[src/rtl/ecf_pkg.sv]
`default_nettype none
package ecf_pkg;

  localparam int BehindEchoesDef = 15;
  localparam int AheadEchoesDef  = 15;
  localparam int CoordW          = 12;
  localparam int DistW           = 6;
  localparam int IndexW          = 5;
  localparam logic [DistW-1:0] DistReset = 6'd8;

  typedef struct packed {
    logic                     first_point;
    logic signed [CoordW-1:0] point_x;
    logic signed [CoordW-1:0] point_y;
  } in_t;

  typedef struct packed {
    logic signed [IndexW-1:0] echo_index;
    logic signed [CoordW-1:0] echo_x;
    logic signed [CoordW-1:0] echo_y;
    logic                     last_of_run;
  } out_t;

  // one echo step: segment from a to b, offset applied at b
  typedef struct packed {
    logic signed [CoordW-1:0] ax;
    logic signed [CoordW-1:0] ay;
    logic signed [CoordW-1:0] bx;
    logic signed [CoordW-1:0] by;
    logic                     lead;
    logic [DistW-1:0]         gap;
  } step_req_t;

  typedef enum logic [3:0] {
    ST_IDLE, ST_SQX, ST_SQY, ST_ROOT, ST_MULX, ST_DIVX, ST_MULY, ST_DIVY, ST_FIN
  } step_state_t;

  typedef enum logic [2:0] {
    S_IDLE, S_RD, S_GO, S_WAIT, S_EMIT_RD, S_EMIT_LD, S_EMIT_HOLD
  } seq_state_t;

  function automatic logic signed [CoordW-1:0] sat_coord(input logic signed [19:0] v);
    logic signed [CoordW-1:0] r;
    if (v < -20'sd2048) begin
      r = -12'sd2048;
    end else if (v > 20'sd2047) begin
      r = 12'sd2047;
    end else begin
      r = v[CoordW-1:0];
    end
    return r;
  endfunction

endpackage
`default_nettype wire

[src/rtl/ecf_ram.sv]
`default_nettype none
module ecf_ram #(
  parameter int Width = 24,
  parameter int Depth = 31
) (
  input  wire logic                     clk,
  input  wire logic                     we,
  input  wire logic [$clog2(Depth)-1:0] waddr,
  input  wire logic [Width-1:0]         wdata,
  input  wire logic [$clog2(Depth)-1:0] raddr,
  output logic      [Width-1:0]         rdata
);
  logic [Width-1:0] mem [Depth];

  always_ff @(posedge clk) begin
    if (we) begin
      mem[waddr] <= wdata;
    end
    rdata <= mem[raddr];
  end
endmodule
`default_nettype wire

[src/rtl/ecf_step.sv]
`default_nettype none
module ecf_step (
  input  wire logic              clk,
  input  wire logic              rst_n,
  input  wire logic              start,
  input  wire ecf_pkg::step_req_t req,
  output logic                   done,
  output logic signed [11:0]     res_x,
  output logic signed [11:0]     res_y
);
  ecf_pkg::step_state_t st_r, st_nxt;

  logic [11:0]        mx_r, mx_nxt, my_r, my_nxt;
  logic               negx_r, negx_nxt, negy_r, negy_nxt;
  logic signed [11:0] bx_r, bx_nxt, by_r, by_nxt;
  logic               lead_r, lead_nxt;
  logic [5:0]         dist_r, dist_nxt;
  logic [25:0]        acc_r, acc_nxt;
  logic [25:0]        root_r, root_nxt;
  logic [25:0]        bit_r, bit_nxt;
  logic [12:0]        len_r, len_nxt;
  logic [12:0]        rem_r, rem_nxt;
  logic [17:0]        q_r, q_nxt, qx_r, qx_nxt;
  logic [4:0]         cnt_r, cnt_nxt;
  logic               zero_r, zero_nxt;

  logic signed [12:0] dx, dy;
  logic [11:0]        mul_a, mul_b;
  logic [23:0]        prod;
  logic [26:0]        sub_a, sub_b, diff;
  logic               ge;
  logic [13:0]        trial;
  logic [25:0]        root_step;
  logic signed [19:0] ox, oy, sx, sy;

  assign dx    = 13'(req.bx) - 13'(req.ax);
  assign dy    = 13'(req.by) - 13'(req.ay);
  assign prod  = mul_a * mul_b;
  assign trial = {rem_r, acc_r[17]};
  assign diff  = sub_a - sub_b;
  assign ge    = ~diff[26];
  assign root_step = ge ? ((root_r >> 1) + bit_r) : (root_r >> 1);

  // shared multiplier and subtractor operand select
  always_comb begin
    mul_a = mx_r;
    mul_b = mx_r;
    sub_a = {1'b0, acc_r};
    sub_b = {1'b0, root_r + bit_r};
    unique case (st_r)
      ecf_pkg::ST_SQY:  begin mul_a = my_r; mul_b = my_r; end
      ecf_pkg::ST_MULX: begin mul_a = mx_r; mul_b = {6'd0, dist_r}; end
      ecf_pkg::ST_MULY: begin mul_a = my_r; mul_b = {6'd0, dist_r}; end
      ecf_pkg::ST_DIVX, ecf_pkg::ST_DIVY: begin
        sub_a = {13'd0, trial};
        sub_b = {14'd0, len_r};
      end
      default: ;
    endcase
  end

  always_comb begin
    ox = negx_r ? -$signed({2'b00, qx_r}) : $signed({2'b00, qx_r});
    oy = negy_r ? -$signed({2'b00, q_r})  : $signed({2'b00, q_r});
    sx = lead_r ? (20'(bx_r) + ox) : (20'(bx_r) - ox);
    sy = lead_r ? (20'(by_r) + oy) : (20'(by_r) - oy);
  end

  assign done  = (st_r == ecf_pkg::ST_FIN);
  assign res_x = zero_r ? bx_r : ecf_pkg::sat_coord(sx);
  assign res_y = zero_r ? by_r : ecf_pkg::sat_coord(sy);

  always_ff @(posedge clk) begin
    if (!rst_n) begin
      st_r <= ecf_pkg::ST_IDLE;
    end else begin
      st_r <= st_nxt;
    end
  end

  always_ff @(posedge clk) begin
    mx_r <= mx_nxt;     my_r <= my_nxt;
    negx_r <= negx_nxt; negy_r <= negy_nxt;
    bx_r <= bx_nxt;     by_r <= by_nxt;
    lead_r <= lead_nxt; dist_r <= dist_nxt;
    acc_r <= acc_nxt;   root_r <= root_nxt;
    bit_r <= bit_nxt;   len_r <= len_nxt;
    rem_r <= rem_nxt;   q_r <= q_nxt;
    qx_r <= qx_nxt;     cnt_r <= cnt_nxt;
    zero_r <= zero_nxt;
  end

  always_comb begin
    st_nxt = st_r;
    mx_nxt = mx_r;     my_nxt = my_r;
    negx_nxt = negx_r; negy_nxt = negy_r;
    bx_nxt = bx_r;     by_nxt = by_r;
    lead_nxt = lead_r; dist_nxt = dist_r;
    acc_nxt = acc_r;   root_nxt = root_r;
    bit_nxt = bit_r;   len_nxt = len_r;
    rem_nxt = rem_r;   q_nxt = q_r;
    qx_nxt = qx_r;     cnt_nxt = cnt_r;
    zero_nxt = zero_r;
    unique case (st_r)
      ecf_pkg::ST_IDLE: begin
        if (start) begin
          negx_nxt = dx[12];
          negy_nxt = dy[12];
          mx_nxt   = dx[12] ? 12'(-dx) : dx[11:0];
          my_nxt   = dy[12] ? 12'(-dy) : dy[11:0];
          bx_nxt   = req.bx;
          by_nxt   = req.by;
          lead_nxt = req.lead;
          dist_nxt = req.gap;
          st_nxt   = ecf_pkg::ST_SQX;
        end
      end
      ecf_pkg::ST_SQX: begin
        acc_nxt = {2'b00, prod};
        st_nxt  = ecf_pkg::ST_SQY;
      end
      ecf_pkg::ST_SQY: begin
        acc_nxt  = acc_r + {2'b00, prod};
        root_nxt = '0;
        bit_nxt  = 26'd1 << 24;
        cnt_nxt  = '0;
        st_nxt   = ecf_pkg::ST_ROOT;
      end
      ecf_pkg::ST_ROOT: begin
        // one digit of the floor square root per cycle
        if (ge) begin
          acc_nxt = diff[25:0];
        end
        root_nxt = root_step;
        bit_nxt  = bit_r >> 2;
        cnt_nxt  = cnt_r + 5'd1;
        if (cnt_r == 5'd12) begin
          len_nxt  = root_step[12:0];
          zero_nxt = (root_step == '0);
          st_nxt   = (root_step == '0) ? ecf_pkg::ST_FIN : ecf_pkg::ST_MULX;
        end
      end
      ecf_pkg::ST_MULX, ecf_pkg::ST_MULY: begin
        acc_nxt = {8'd0, prod[17:0]};
        rem_nxt = '0;
        q_nxt   = '0;
        cnt_nxt = '0;
        st_nxt  = (st_r == ecf_pkg::ST_MULX) ? ecf_pkg::ST_DIVX : ecf_pkg::ST_DIVY;
      end
      ecf_pkg::ST_DIVX, ecf_pkg::ST_DIVY: begin
        // restoring division, one quotient bit per cycle
        rem_nxt = ge ? diff[12:0] : trial[12:0];
        q_nxt   = {q_r[16:0], ge};
        acc_nxt = acc_r << 1;
        cnt_nxt = cnt_r + 5'd1;
        if (cnt_r == 5'd17) begin
          if (st_r == ecf_pkg::ST_DIVX) begin
            qx_nxt = {q_r[16:0], ge};
            st_nxt = ecf_pkg::ST_MULY;
          end else begin
            st_nxt = ecf_pkg::ST_FIN;
          end
        end
      end
      ecf_pkg::ST_FIN: begin
        st_nxt = ecf_pkg::ST_IDLE;
      end
      default: st_nxt = ecf_pkg::ST_IDLE;
    endcase
  end
endmodule
`default_nettype wire

[src/rtl/echo_curve_follower.sv]
`default_nettype none
// sequence: 30 echo steps per vertex (a zero-length segment skips the divisions), then
//   one emitted transaction per curve
// throughput: one vertex at a time, set by the single shared step unit
//   (square root and two divisions, one bit per cycle); a first vertex skips the steps
// reset: rst_n synchronous active low, clears control and sets the echo spacing to 8;
//   column storage is undefined until the first first_point vertex
module echo_curve_follower #(
  parameter int BEHIND_ECHOES = ecf_pkg::BehindEchoesDef,
  parameter int AHEAD_ECHOES  = ecf_pkg::AheadEchoesDef
) (
  input  wire logic          clk,
  input  wire logic          rst_n,
  input  wire logic          in_valid,
  output logic               in_stall,
  input  wire ecf_pkg::in_t  in_data,
  output logic               out_valid,
  input  wire logic          out_stall,
  output ecf_pkg::out_t      out_data,
  input  wire logic          cfg_wr_en,
  input  wire logic [5:0]    cfg_wr_data
);
  localparam int Curves = BEHIND_ECHOES + AHEAD_ECHOES + 1;
  localparam int Aw     = $clog2(Curves);

  ecf_pkg::seq_state_t st_r, st_nxt;

  logic [5:0]         dist_r;
  logic [Aw-1:0]      s_r, s_nxt;        // curve under work or being emitted
  logic               lead_r, lead_nxt;  // leading half of the sweep
  logic               first_r, first_nxt;
  logic signed [11:0] px_r, px_nxt, py_r, py_nxt;    // input vertex
  logic signed [11:0] cx_r, cx_nxt, cy_r, cy_nxt;    // next-inner new vertex
  logic               ov_r, ov_nxt;
  ecf_pkg::out_t      od_r, od_nxt;

  // column stores: old vertices and vertices of the run in progress
  logic               col_we, new_we;
  logic [Aw-1:0]      col_raddr, new_waddr;
  logic [23:0]        col_rdata, new_rdata, new_wdata;
  ecf_pkg::step_req_t req;
  logic               step_start, step_done;
  logic signed [11:0] step_x, step_y;
  logic               in_acc;

  assign in_acc    = in_valid && !in_stall;
  assign in_stall  = (st_r != ecf_pkg::S_IDLE);
  assign out_valid = ov_r;
  assign out_data  = od_r;

  // trailing steps read their own column, leading steps the next-inner one
  assign col_raddr = lead_r ? (s_r - Aw'(1)) : s_r;
  // the offered transaction becomes the stored vertex of its curve
  assign col_we    = (st_r == ecf_pkg::S_EMIT_HOLD);

  assign req.ax   = col_rdata[23:12];
  assign req.ay   = col_rdata[11:0];
  assign req.bx   = cx_r;
  assign req.by   = cy_r;
  assign req.lead = lead_r;
  assign req.gap  = dist_r;
  assign step_start = (st_r == ecf_pkg::S_GO);

  always_comb begin
    new_we    = 1'b0;
    new_waddr = s_r;
    new_wdata = {step_x, step_y};
    if (st_r == ecf_pkg::S_IDLE) begin
      // base curve follows the input vertex directly
      new_we    = in_acc && !in_data.first_point;
      new_waddr = Aw'(BEHIND_ECHOES);
      new_wdata = {in_data.point_x, in_data.point_y};
    end else if (st_r == ecf_pkg::S_WAIT) begin
      new_we = step_done;
    end
  end

  ecf_ram #(.Width(24), .Depth(Curves)) u_col_ram (
    .clk   (clk),
    .we    (col_we),
    .waddr (s_r),
    .wdata ({od_r.echo_x, od_r.echo_y}),
    .raddr (col_raddr),
    .rdata (col_rdata)
  );

  ecf_ram #(.Width(24), .Depth(Curves)) u_new_ram (
    .clk   (clk),
    .we    (new_we),
    .waddr (new_waddr),
    .wdata (new_wdata),
    .raddr (s_r),
    .rdata (new_rdata)
  );

  ecf_step u_step (
    .clk   (clk),
    .rst_n (rst_n),
    .start (step_start),
    .req   (req),
    .done  (step_done),
    .res_x (step_x),
    .res_y (step_y)
  );

  // echo spacing register
  always_ff @(posedge clk) begin
    if (!rst_n) begin
      dist_r <= ecf_pkg::DistReset;
    end else if (cfg_wr_en) begin
      dist_r <= cfg_wr_data;
    end
  end

  always_ff @(posedge clk) begin
    if (!rst_n) begin
      st_r <= ecf_pkg::S_IDLE;
      ov_r <= 1'b0;
    end else begin
      st_r <= st_nxt;
      ov_r <= ov_nxt;
    end
  end

  always_ff @(posedge clk) begin
    s_r <= s_nxt;  lead_r <= lead_nxt;  first_r <= first_nxt;
    px_r <= px_nxt;  py_r <= py_nxt;
    cx_r <= cx_nxt;  cy_r <= cy_nxt;
    od_r <= od_nxt;
  end

  always_comb begin
    st_nxt = st_r;
    s_nxt = s_r;  lead_nxt = lead_r;  first_nxt = first_r;
    px_nxt = px_r;  py_nxt = py_r;
    cx_nxt = cx_r;  cy_nxt = cy_r;
    ov_nxt = ov_r;  od_nxt = od_r;
    unique case (st_r)
      ecf_pkg::S_IDLE: begin
        if (in_acc) begin
          px_nxt = in_data.point_x;
          py_nxt = in_data.point_y;
          cx_nxt = in_data.point_x;
          cy_nxt = in_data.point_y;
          first_nxt = in_data.first_point;
          lead_nxt  = 1'b0;
          if (in_data.first_point) begin
            s_nxt  = '0;
            st_nxt = ecf_pkg::S_EMIT_RD;
          end else begin
            s_nxt  = Aw'(BEHIND_ECHOES - 1);
            st_nxt = ecf_pkg::S_RD;
          end
        end
      end
      ecf_pkg::S_RD: st_nxt = ecf_pkg::S_GO;
      ecf_pkg::S_GO: st_nxt = ecf_pkg::S_WAIT;
      ecf_pkg::S_WAIT: begin
        if (step_done) begin
          cx_nxt = step_x;
          cy_nxt = step_y;
          st_nxt = ecf_pkg::S_RD;
          if (!lead_r) begin
            if (s_r == '0) begin
              // trailing side done, leading side starts from the vertex
              lead_nxt = 1'b1;
              s_nxt    = Aw'(BEHIND_ECHOES + 1);
              cx_nxt   = px_r;
              cy_nxt   = py_r;
            end else begin
              s_nxt = s_r - Aw'(1);
            end
          end else if (s_r == Aw'(Curves - 1)) begin
            s_nxt  = '0;
            st_nxt = ecf_pkg::S_EMIT_RD;
          end else begin
            s_nxt = s_r + Aw'(1);
          end
        end
      end
      ecf_pkg::S_EMIT_RD: st_nxt = ecf_pkg::S_EMIT_LD;
      ecf_pkg::S_EMIT_LD: begin
        ov_nxt = 1'b1;
        od_nxt.echo_index  = 5'(int'(s_r) - BEHIND_ECHOES);
        od_nxt.echo_x      = first_r ? px_r : new_rdata[23:12];
        od_nxt.echo_y      = first_r ? py_r : new_rdata[11:0];
        od_nxt.last_of_run = (s_r == Aw'(Curves - 1));
        st_nxt = ecf_pkg::S_EMIT_HOLD;
      end
      ecf_pkg::S_EMIT_HOLD: begin
        if (!out_stall) begin
          ov_nxt = 1'b0;
          if (od_r.last_of_run) begin
            st_nxt = ecf_pkg::S_IDLE;
          end else begin
            s_nxt  = s_r + Aw'(1);
            st_nxt = ecf_pkg::S_EMIT_RD;
          end
        end
      end
      default: st_nxt = ecf_pkg::S_IDLE;
    endcase
  end
endmodule
`default_nettype wire

[config.mk]
export PLATFORM = sky130hd
export DESIGN_NAME = echo_curve_follower
export DESIGN_NICKNAME = d
export VERILOG_FILES = /design/src/rtl/ecf_pkg.sv /design/src/rtl/ecf_ram.sv /design/src/rtl/ecf_step.sv /design/src/rtl/echo_curve_follower.sv
export SDC_FILE = /design/constraint.sdc
export NUM_CORES = 2
export LEC_CHECK = 0
export BUFFER_PORTS_ARGS = -buffer_cell sky130_fd_sc_hd__buf_2
export CORE_MARGIN = 2
export CORE_UTILIZATION = 40
export DETAILED_ROUTE_END_ITERATION = 16
export GPL_ROUTABILITY_DRIVEN = 0
export PLACE_DENSITY = 0.65
export SYNTH_ARGS = -nofsm -noshare
export SYNTH_HDL_FRONTEND = slang
export SYNTH_SLANG_ARGS = --single-unit
export TNS_END_PERCENT = 50
[constraint.sdc]
create_clock -name clk -period 10.1 [get_ports clk]
set_clock_uncertainty 0.1 [all_clocks]
set_input_delay 2.525 -clock clk [delete_from_list [all_inputs] [get_ports clk]]
set_output_delay 2.525 -clock clk [all_outputs]
set_load 0.03 [all_outputs]
# Word-level counts from Yosys, hierarchy flattened
# Memories as Yosys holds them, arrays and structs flattened. A register that Yosys moved wholly into a read port is not among the register bits.
# Cells that the tools add are included.
[word_totals]
regBits = 302
out_inout_bits = 32
in_bits = 36
ramBits = 1488
n_memories = 2
word_cells = 191
[memory_table]
columns = ["name", "words", "word_bits", "rd", "rd_ports_with_merged_regs", "wr", "line_no", "text"]
rows = [
  ["u_col_ram.mem", 31, 24, 1, 1, 1, "ecf_ram.sv:13", "logic [Width-1:0] mem [Depth];"],
  ["u_new_ram.mem", 31, 24, 1, 1, 1, "ecf_ram.sv:13", ""],
]
[op_classes]
n_reduce_logical = 31
magnitude_cmp = 4
mux = 77
multipliers = 1
n_eq_ne = 25
bitwise_logic = 1
add_sub_neg = 18
[ops]
columns = ["op", "count"]
rows = [
  ["two-way mux 12 bit", 19],
  ["case mux 26 bit (5 select lines)", 1],
  ["two-way mux 26 bit", 4],
  ["case mux 26 bit (2 select lines)", 2],
  ["two-way mux 20 bit", 4],
  ["case mux 12 bit (2 select lines)", 3],
  ["two-way mux 5 bit", 9],
  ["adder 12 x 20 -> 20 bit", 2],
  ["> comparator 20 x 12 -> 1 bit, second input constant", 2],
  ["less-than comparator 20 x 12 -> 1 bit, second input constant", 2],
  ["negator 18 -> 20 bit", 2],
  ["subtractor 12 x 20 -> 20 bit", 2],
  ["case mux 18 bit (2 select lines)", 1],
  ["subtractor 26 x 26 -> 27 bit", 1],
  ["adder 25 x 26 -> 26 bit", 1],
  ["adder 26 x 24 -> 26 bit", 1],
  ["adder 26 bit", 1],
  ["logical NOT 26 bit", 1],
  ["case mux 13 bit (2 select lines)", 1],
  ["subtractor 12 x 12 -> 13 bit", 2],
  ["multiplier 12 x 12 -> 24 bit", 1],
  ["two-way mux 24 bit", 1],
  ["two-way mux 4 bit", 6],
  ["negator 12 bit", 2],
  ["37 further kinds", 86],
]

# Longest topological paths before layout
[logic_depth]
word_depth = 12
ltp_mapped = 38
mapped_depth_nobuf = 34

# By module
# From an unflattened synthesis, not the netlist that was laid out.
[hier_totals]
cells_unflattened = 5590
hier_area_um2 = 84964.0
[modules_own_cells]
columns = ["mod", "area_each_um2", "instances", "cells_each", "seq_area_each_um2"]
rows = [
  ["ecf_ram at u_col_ram", 28873.9, 1, 1304, 22821.9],
  ["ecf_ram at u_new_ram", 28866.4, 1, 1304, 22821.9],
  ["ecf_step", 22559.1, 1, 2627, 5785.5],
  ["echo_curve_follower", 4664.5, 1, 355, 2752.6],
]

# Worst setup path before layout
# No wires, ideal clock.
[synth_timing]
kind = "flip-flop to flip-flop"
from = "reg u_step.st_r[3]"
to = "reg u_step.acc_r[23], data pin"
path_stages_with_launch = 36
synth_period_minus_slack_ns = 8.471
setup_time_ns = 0.262
setup_slack_ns = 1.629
required_time_ns = 9.738
path_buffers = 4
t_arrival_ns = 8.110
path_cell_list = "dfxtp_1 > clkbuf_1 > or2_2 > clkbuf_1 > or2_2 > clkbuf_1 > nor2_1 > clkbuf_1 > a22oi_1 > nand2_1 > nand2_1 > fa_1 > fa_1 > fa_1 > inv_1 > fa_1 > inv_1 > fa_1 > inv_1 > ha_1 > o21a_1 > o2bb2ai_1 > a311oi_1 > a31oi_1 > a21oi_1 > o21a_1 > o21ai_0 > nor2b_1 > xnor2_1 > ha_1 > a21o_1 > a21o_1 > a221o_1 > xnor2_1 > o21ai_0 > a221o_1"
[synth_via]
elab_chain_cells = 6
elab_cells_between_ends = 19
cone_classes = "add/sub (2); mul (1); eq/ne (7); mux (6); reduce/logical (3)"
[synth_lines]
columns = ["element", "line_no", "text"]
rows = [
  ["from (decl)", "ecf_step.sv:11", "ecf_pkg::step_state_t st_r, st_nxt;"],
  ["from (signal assigned)", "ecf_step.sv:75", "st_r <= ecf_pkg::ST_IDLE;"],
  ["from (signal assigned)", "ecf_step.sv:77", "st_r <= st_nxt;"],
  ["equality test 4 x 3 -> 1 bit / equality test 4 x 2 -> 1 bit (equally long branches)", "ecf_step.sv:50, ecf_step.sv:104", ""],
  ["OR reduction 2 bit, on equally long branches", "--", ""],
  ["case mux 12 bit (2 select lines), or another cell as far along", "ecf_step.sv:50", "unique case (st_r)"],
  ["multiplier 12 x 12 -> 24 bit / subtractor 26 x 26 -> 27 bit (equally long branches)", "ecf_step.sv:38, ecf_step.sv:40", ""],
  ["adder 26 x 24 -> 26 bit / two-way mux 26 bit (equally long branches)", "ecf_step.sv:123, ecf_step.sv:131", ""],
  ["case mux 26 bit (5 select lines) *", "ecf_step.sv:104", "unique case (st_r)"],
  ["net u_step.acc_nxt[23]", "ecf_step.sv:18", "logic [25:0] acc_r, acc_nxt;"],
  ["to (signal assigned)", "ecf_step.sv:86", "acc_r <= acc_nxt; root_r <= root_nxt;"],
  ["to (decl)", "ecf_step.sv:18", ""],
]
# The timed path passes the listed nets; every way through them passes the cells marked *. The select of a mux whose other input is x is not followed.
# A chain may end at the register's enable or synchronous reset.

# Worst setup path in the final report
[layout_timing]
from = "reg u_step.st_r[1]"
to = "reg u_step.acc_r[23], data pin"
# The elaborated chain is that of the path after synthesis.

==> summary.md <==
| Metric | Value |
|---|---|
| Worst setup SP type | `flop` |
| Number of vias per cell | `around 5.7` |
| Slew Viols, Final | `0` |
| Total setup buffers inserted after CTS | `0` |
| R2r startpoint | `u_step.st_r[1]` |
| Hold path start | `cy_r[0]` |
| Post-CTS Hold Buffers | `0` |
| Die ar. | `0.2144 mm2` |
| Hold depth | `0` |
| Largest cells by area after synthesis | `edfxtp_1, mux4_2, ha_1` |
| Fin crit period | `approximately 9.4 ns` |
| Slew HR | `between 15 and 20%` |
| GRT overflow | `0` |
| Setup_tns | `0 ns` |
| Area Overhead vs Synth | `13.07%` |
| DR WL/cell | `about 25 um` |
| WL final | `around 220,000 um` |
| Post-Syn Instances | `5,492` |
| Ys Warns | `0` |
| Antenna violations before repair | `9` |
| Top_reg_cell synth | `edfxtp_1` |
| Max-cap check violation count | `0` |
| FP Rows | `between 150 and 200` |
| Final setup viols | `0` |
| Min-delay worst type | `reg -> reg` |
| Area of the multi-input gates | `between 0.02 and 0.03 mm2` |
| Largest net degree at the start of global routing | `169` |
| Most frequent cells in the layout | `edfxtp_1, nand2_1, mux4_2` |
| Crit Path Max Fanout | `15` |
| Worst setup path endpoint | `u_step.acc_r[23]` |
| Synth top area share | `a little over three fifths` |
| Mapped Area | `~0.084 mm2` |
| Global-route wire length before repair | `320,600 um` |
| Die W | `463.1 um` |
| # resized after CTS | `0` |
| Largest stage delay on the critical path | `between 0.6 and 0.7 ns` |
| Via count | `just under 50k` |
| Ratio of cells with drive above 1 in the final layout | `between 10% and 20%` |
| Port Buffers | `between 60 and 70` |
| Reg2Reg Depth | `31` |
| R2r setup slk | `between 0.7 and 0.8 ns` |
| Clk sinks | `between 1.5k and 2k` |
| Starting density of the core | `40.22%` |
| CP endpoint kind | `flop` |
| Drt pass-1 iters | `6` |
| Max Root-Sink Buffers | `3` |
| Achievable Freq | `0.1064 GHz` |
| Ys async rst share | `0%` |
| Worst Setup Path Type | `reg -> reg` |
| I/O pin cnt | `a little under 70` |
| # DRC | `0` |
| Final Net Count | `~6k` |
| RSZ-0062 raised after global routing | `no` |
| Post-synth cell types | `~90` |
| Critical Path RT | `around 11 ns` |
| Syn_area_per_cell | `approximately 15 um2` |
| Vias in the first global route | `just under 50k` |
| CP most frequent cell | `fa_1` |
| Register bit count reported by yosys | `1,825` |
| Post-route ant nets | `0` |
| Yosys top cell by area | `edfxtp_1` |
| Total Routing Usage GR | `approximately a fifth` |
| Worst-skew pair later-pin latency | `a little under 0.9 ns` |
| Core Area | `between 0.2 and 0.25 mm2` |
| Syn_nets | `a little under 6k` |
| FF-to-FF End | `u_step.acc_r[23]` |
| Fill cells | `~18k` |
| CTS tree | `done` |
| Worst-margin pin slew | `about 1.2 ns` |
| Arrival time worst endpoint | `roughly 10 ns` |
| CP max stage cell | `dfxtp_1` |
| Root Driver | `clkbuf_16` |
| Reg area | `approximately 0.054 mm2` |
| Status | `completed` |
| Crit path launch | `u_step.st_r[1]` |
| Sequential fraction of the synthesis area | `between 60 and 70%` |
| Post-synth EDFFs | `1,763` |
| DRT iter0 DRCs | `5,562` |
| Detailed Place HPWL | `around 130,000 um` |
| CTS buffer count | `about 190` |
| Clk pin slew, worst setup/hold paths | `about 0.07 ns` |
| Most common cell after layout, fill and taps aside | `edfxtp_1` |
| Die height | `between 400 and 500 um` |
| H-tree levels | `4` |
| Final period util | `~93%` |
| Final hold vios | `0` |
==> sequential cells by signal (all words and copies together), names as in the netlist, 13 cells and up <==
name and cells:
out_data 30, u_col_ram.rdata 24, u_col_ram.mem 744, u_step.bit_r 13, u_step.q_r 18, u_step.acc_r 26, u_step.root_r 26, u_step.qx_r 18
u_step.len_r 13, u_step.rem_r 13, u_new_ram.rdata 24, u_new_ram.mem 744
==> Yosys cell counts, types with 46 or more instances <==
cell / instances
a21o_1: 47
a21oi_1: 182
a22oi_1: 99
a31oi_1: 100
and2_1: 65
and3_1: 46
buf_1: 58
clkbuf_1: 190
dfxtp_1: 62
edfxtp_1: 1763
fa_1: 106
ha_1: 214
inv_1: 236
mux2_2: 51
mux2i_1: 76
mux4_2: 372
nand2_1: 455
nor2_1: 342
nor3_1: 57
o21ai_0: 162
xnor2_1: 152
xor2_1: 97
==> stage by stage <==
step / cells / utilization, % / setup slack (ns) / hold slack (ns) / area (um2)
2_1_floorplan: 5492 / - / 1.629 / 0.3076 / 84290
3_3_place_gp: 8231 / 42.40 / 1.150 / 0.3387 / 88870
3_5_place_dp: 8231 / 42.40 / 0.8623 / 0.3501 / 88870
4_1_cts: 8581 / 45.46 / 0.8187 / 0.3400 / 95280
5_1_grt: 8583 / 45.47 / 0.05839 / 0.3440 / 95300
6_report: 8587 / 45.48 / 0.7012 / 0.3261 / 95310
==> critical path: cells and delay by family, from the launching register on <==
kind / cells / cell delay [ns]
xor+xnor: 2 / 0.34
buf+inv: 4 / 0.35
compound gates: 13 / 2.76
fa+ha+maj: 7 / 3.20
simple gates: 5 / 1.72
flops: 1 / 0.64
==> layout make-up <==
class / count / area share (%)
well taps: 2805 / 3.682
clock buffers: 244 / 5.356
clock inverters: 106 / 1.368
diodes: 6 / 0.01575
inverters: 239 / 0.9413
flip-flops and latches: 1825 / 56.85
multi-input cells: 3172 / 30.41
repair buffers: 190 / 1.373
==> worst min-delay path by stage <==
stage and to:
4_1_cts u_step.by_r[0], 3_3_place_gp u_step.by_r[0], 2_1_floorplan u_step.dist_r[0], 3_5_place_dp u_step.by_r[0]
5_1_grt u_step.by_r[0], 6_report u_step.by_r[0]
==> cells by family after synthesis <==
| kind of cell | after synthesis | synth area share [%] |
|---|---|---|
| flip-flops | 1825 | 64.28 |
| buffers and inverters | 495 | 2.237 |
| multiplexers | 499 | 11.52 |
| AND/OR/NAND/NOR | 1234 | 6.825 |
| adder cells (fa/ha/maj) | 320 | 5.694 |
| XOR/XNOR | 251 | 2.642 |
| AO/OA/AOI/OAI | 868 | 6.800 |
==> layer usage <==
metal,GRT usage (%),routed length (um),part of all wire [%]
met2,33.35,107500,49
met3,2.750,13030,6.0
met5,0,13,0.0060
met1,26.22,87640,40
met4,8.239,9283,4.3
Power is left out: the tool's default activity adds up to more than one toggle a clock period on the data nets, which glitch-free logic cannot reach.
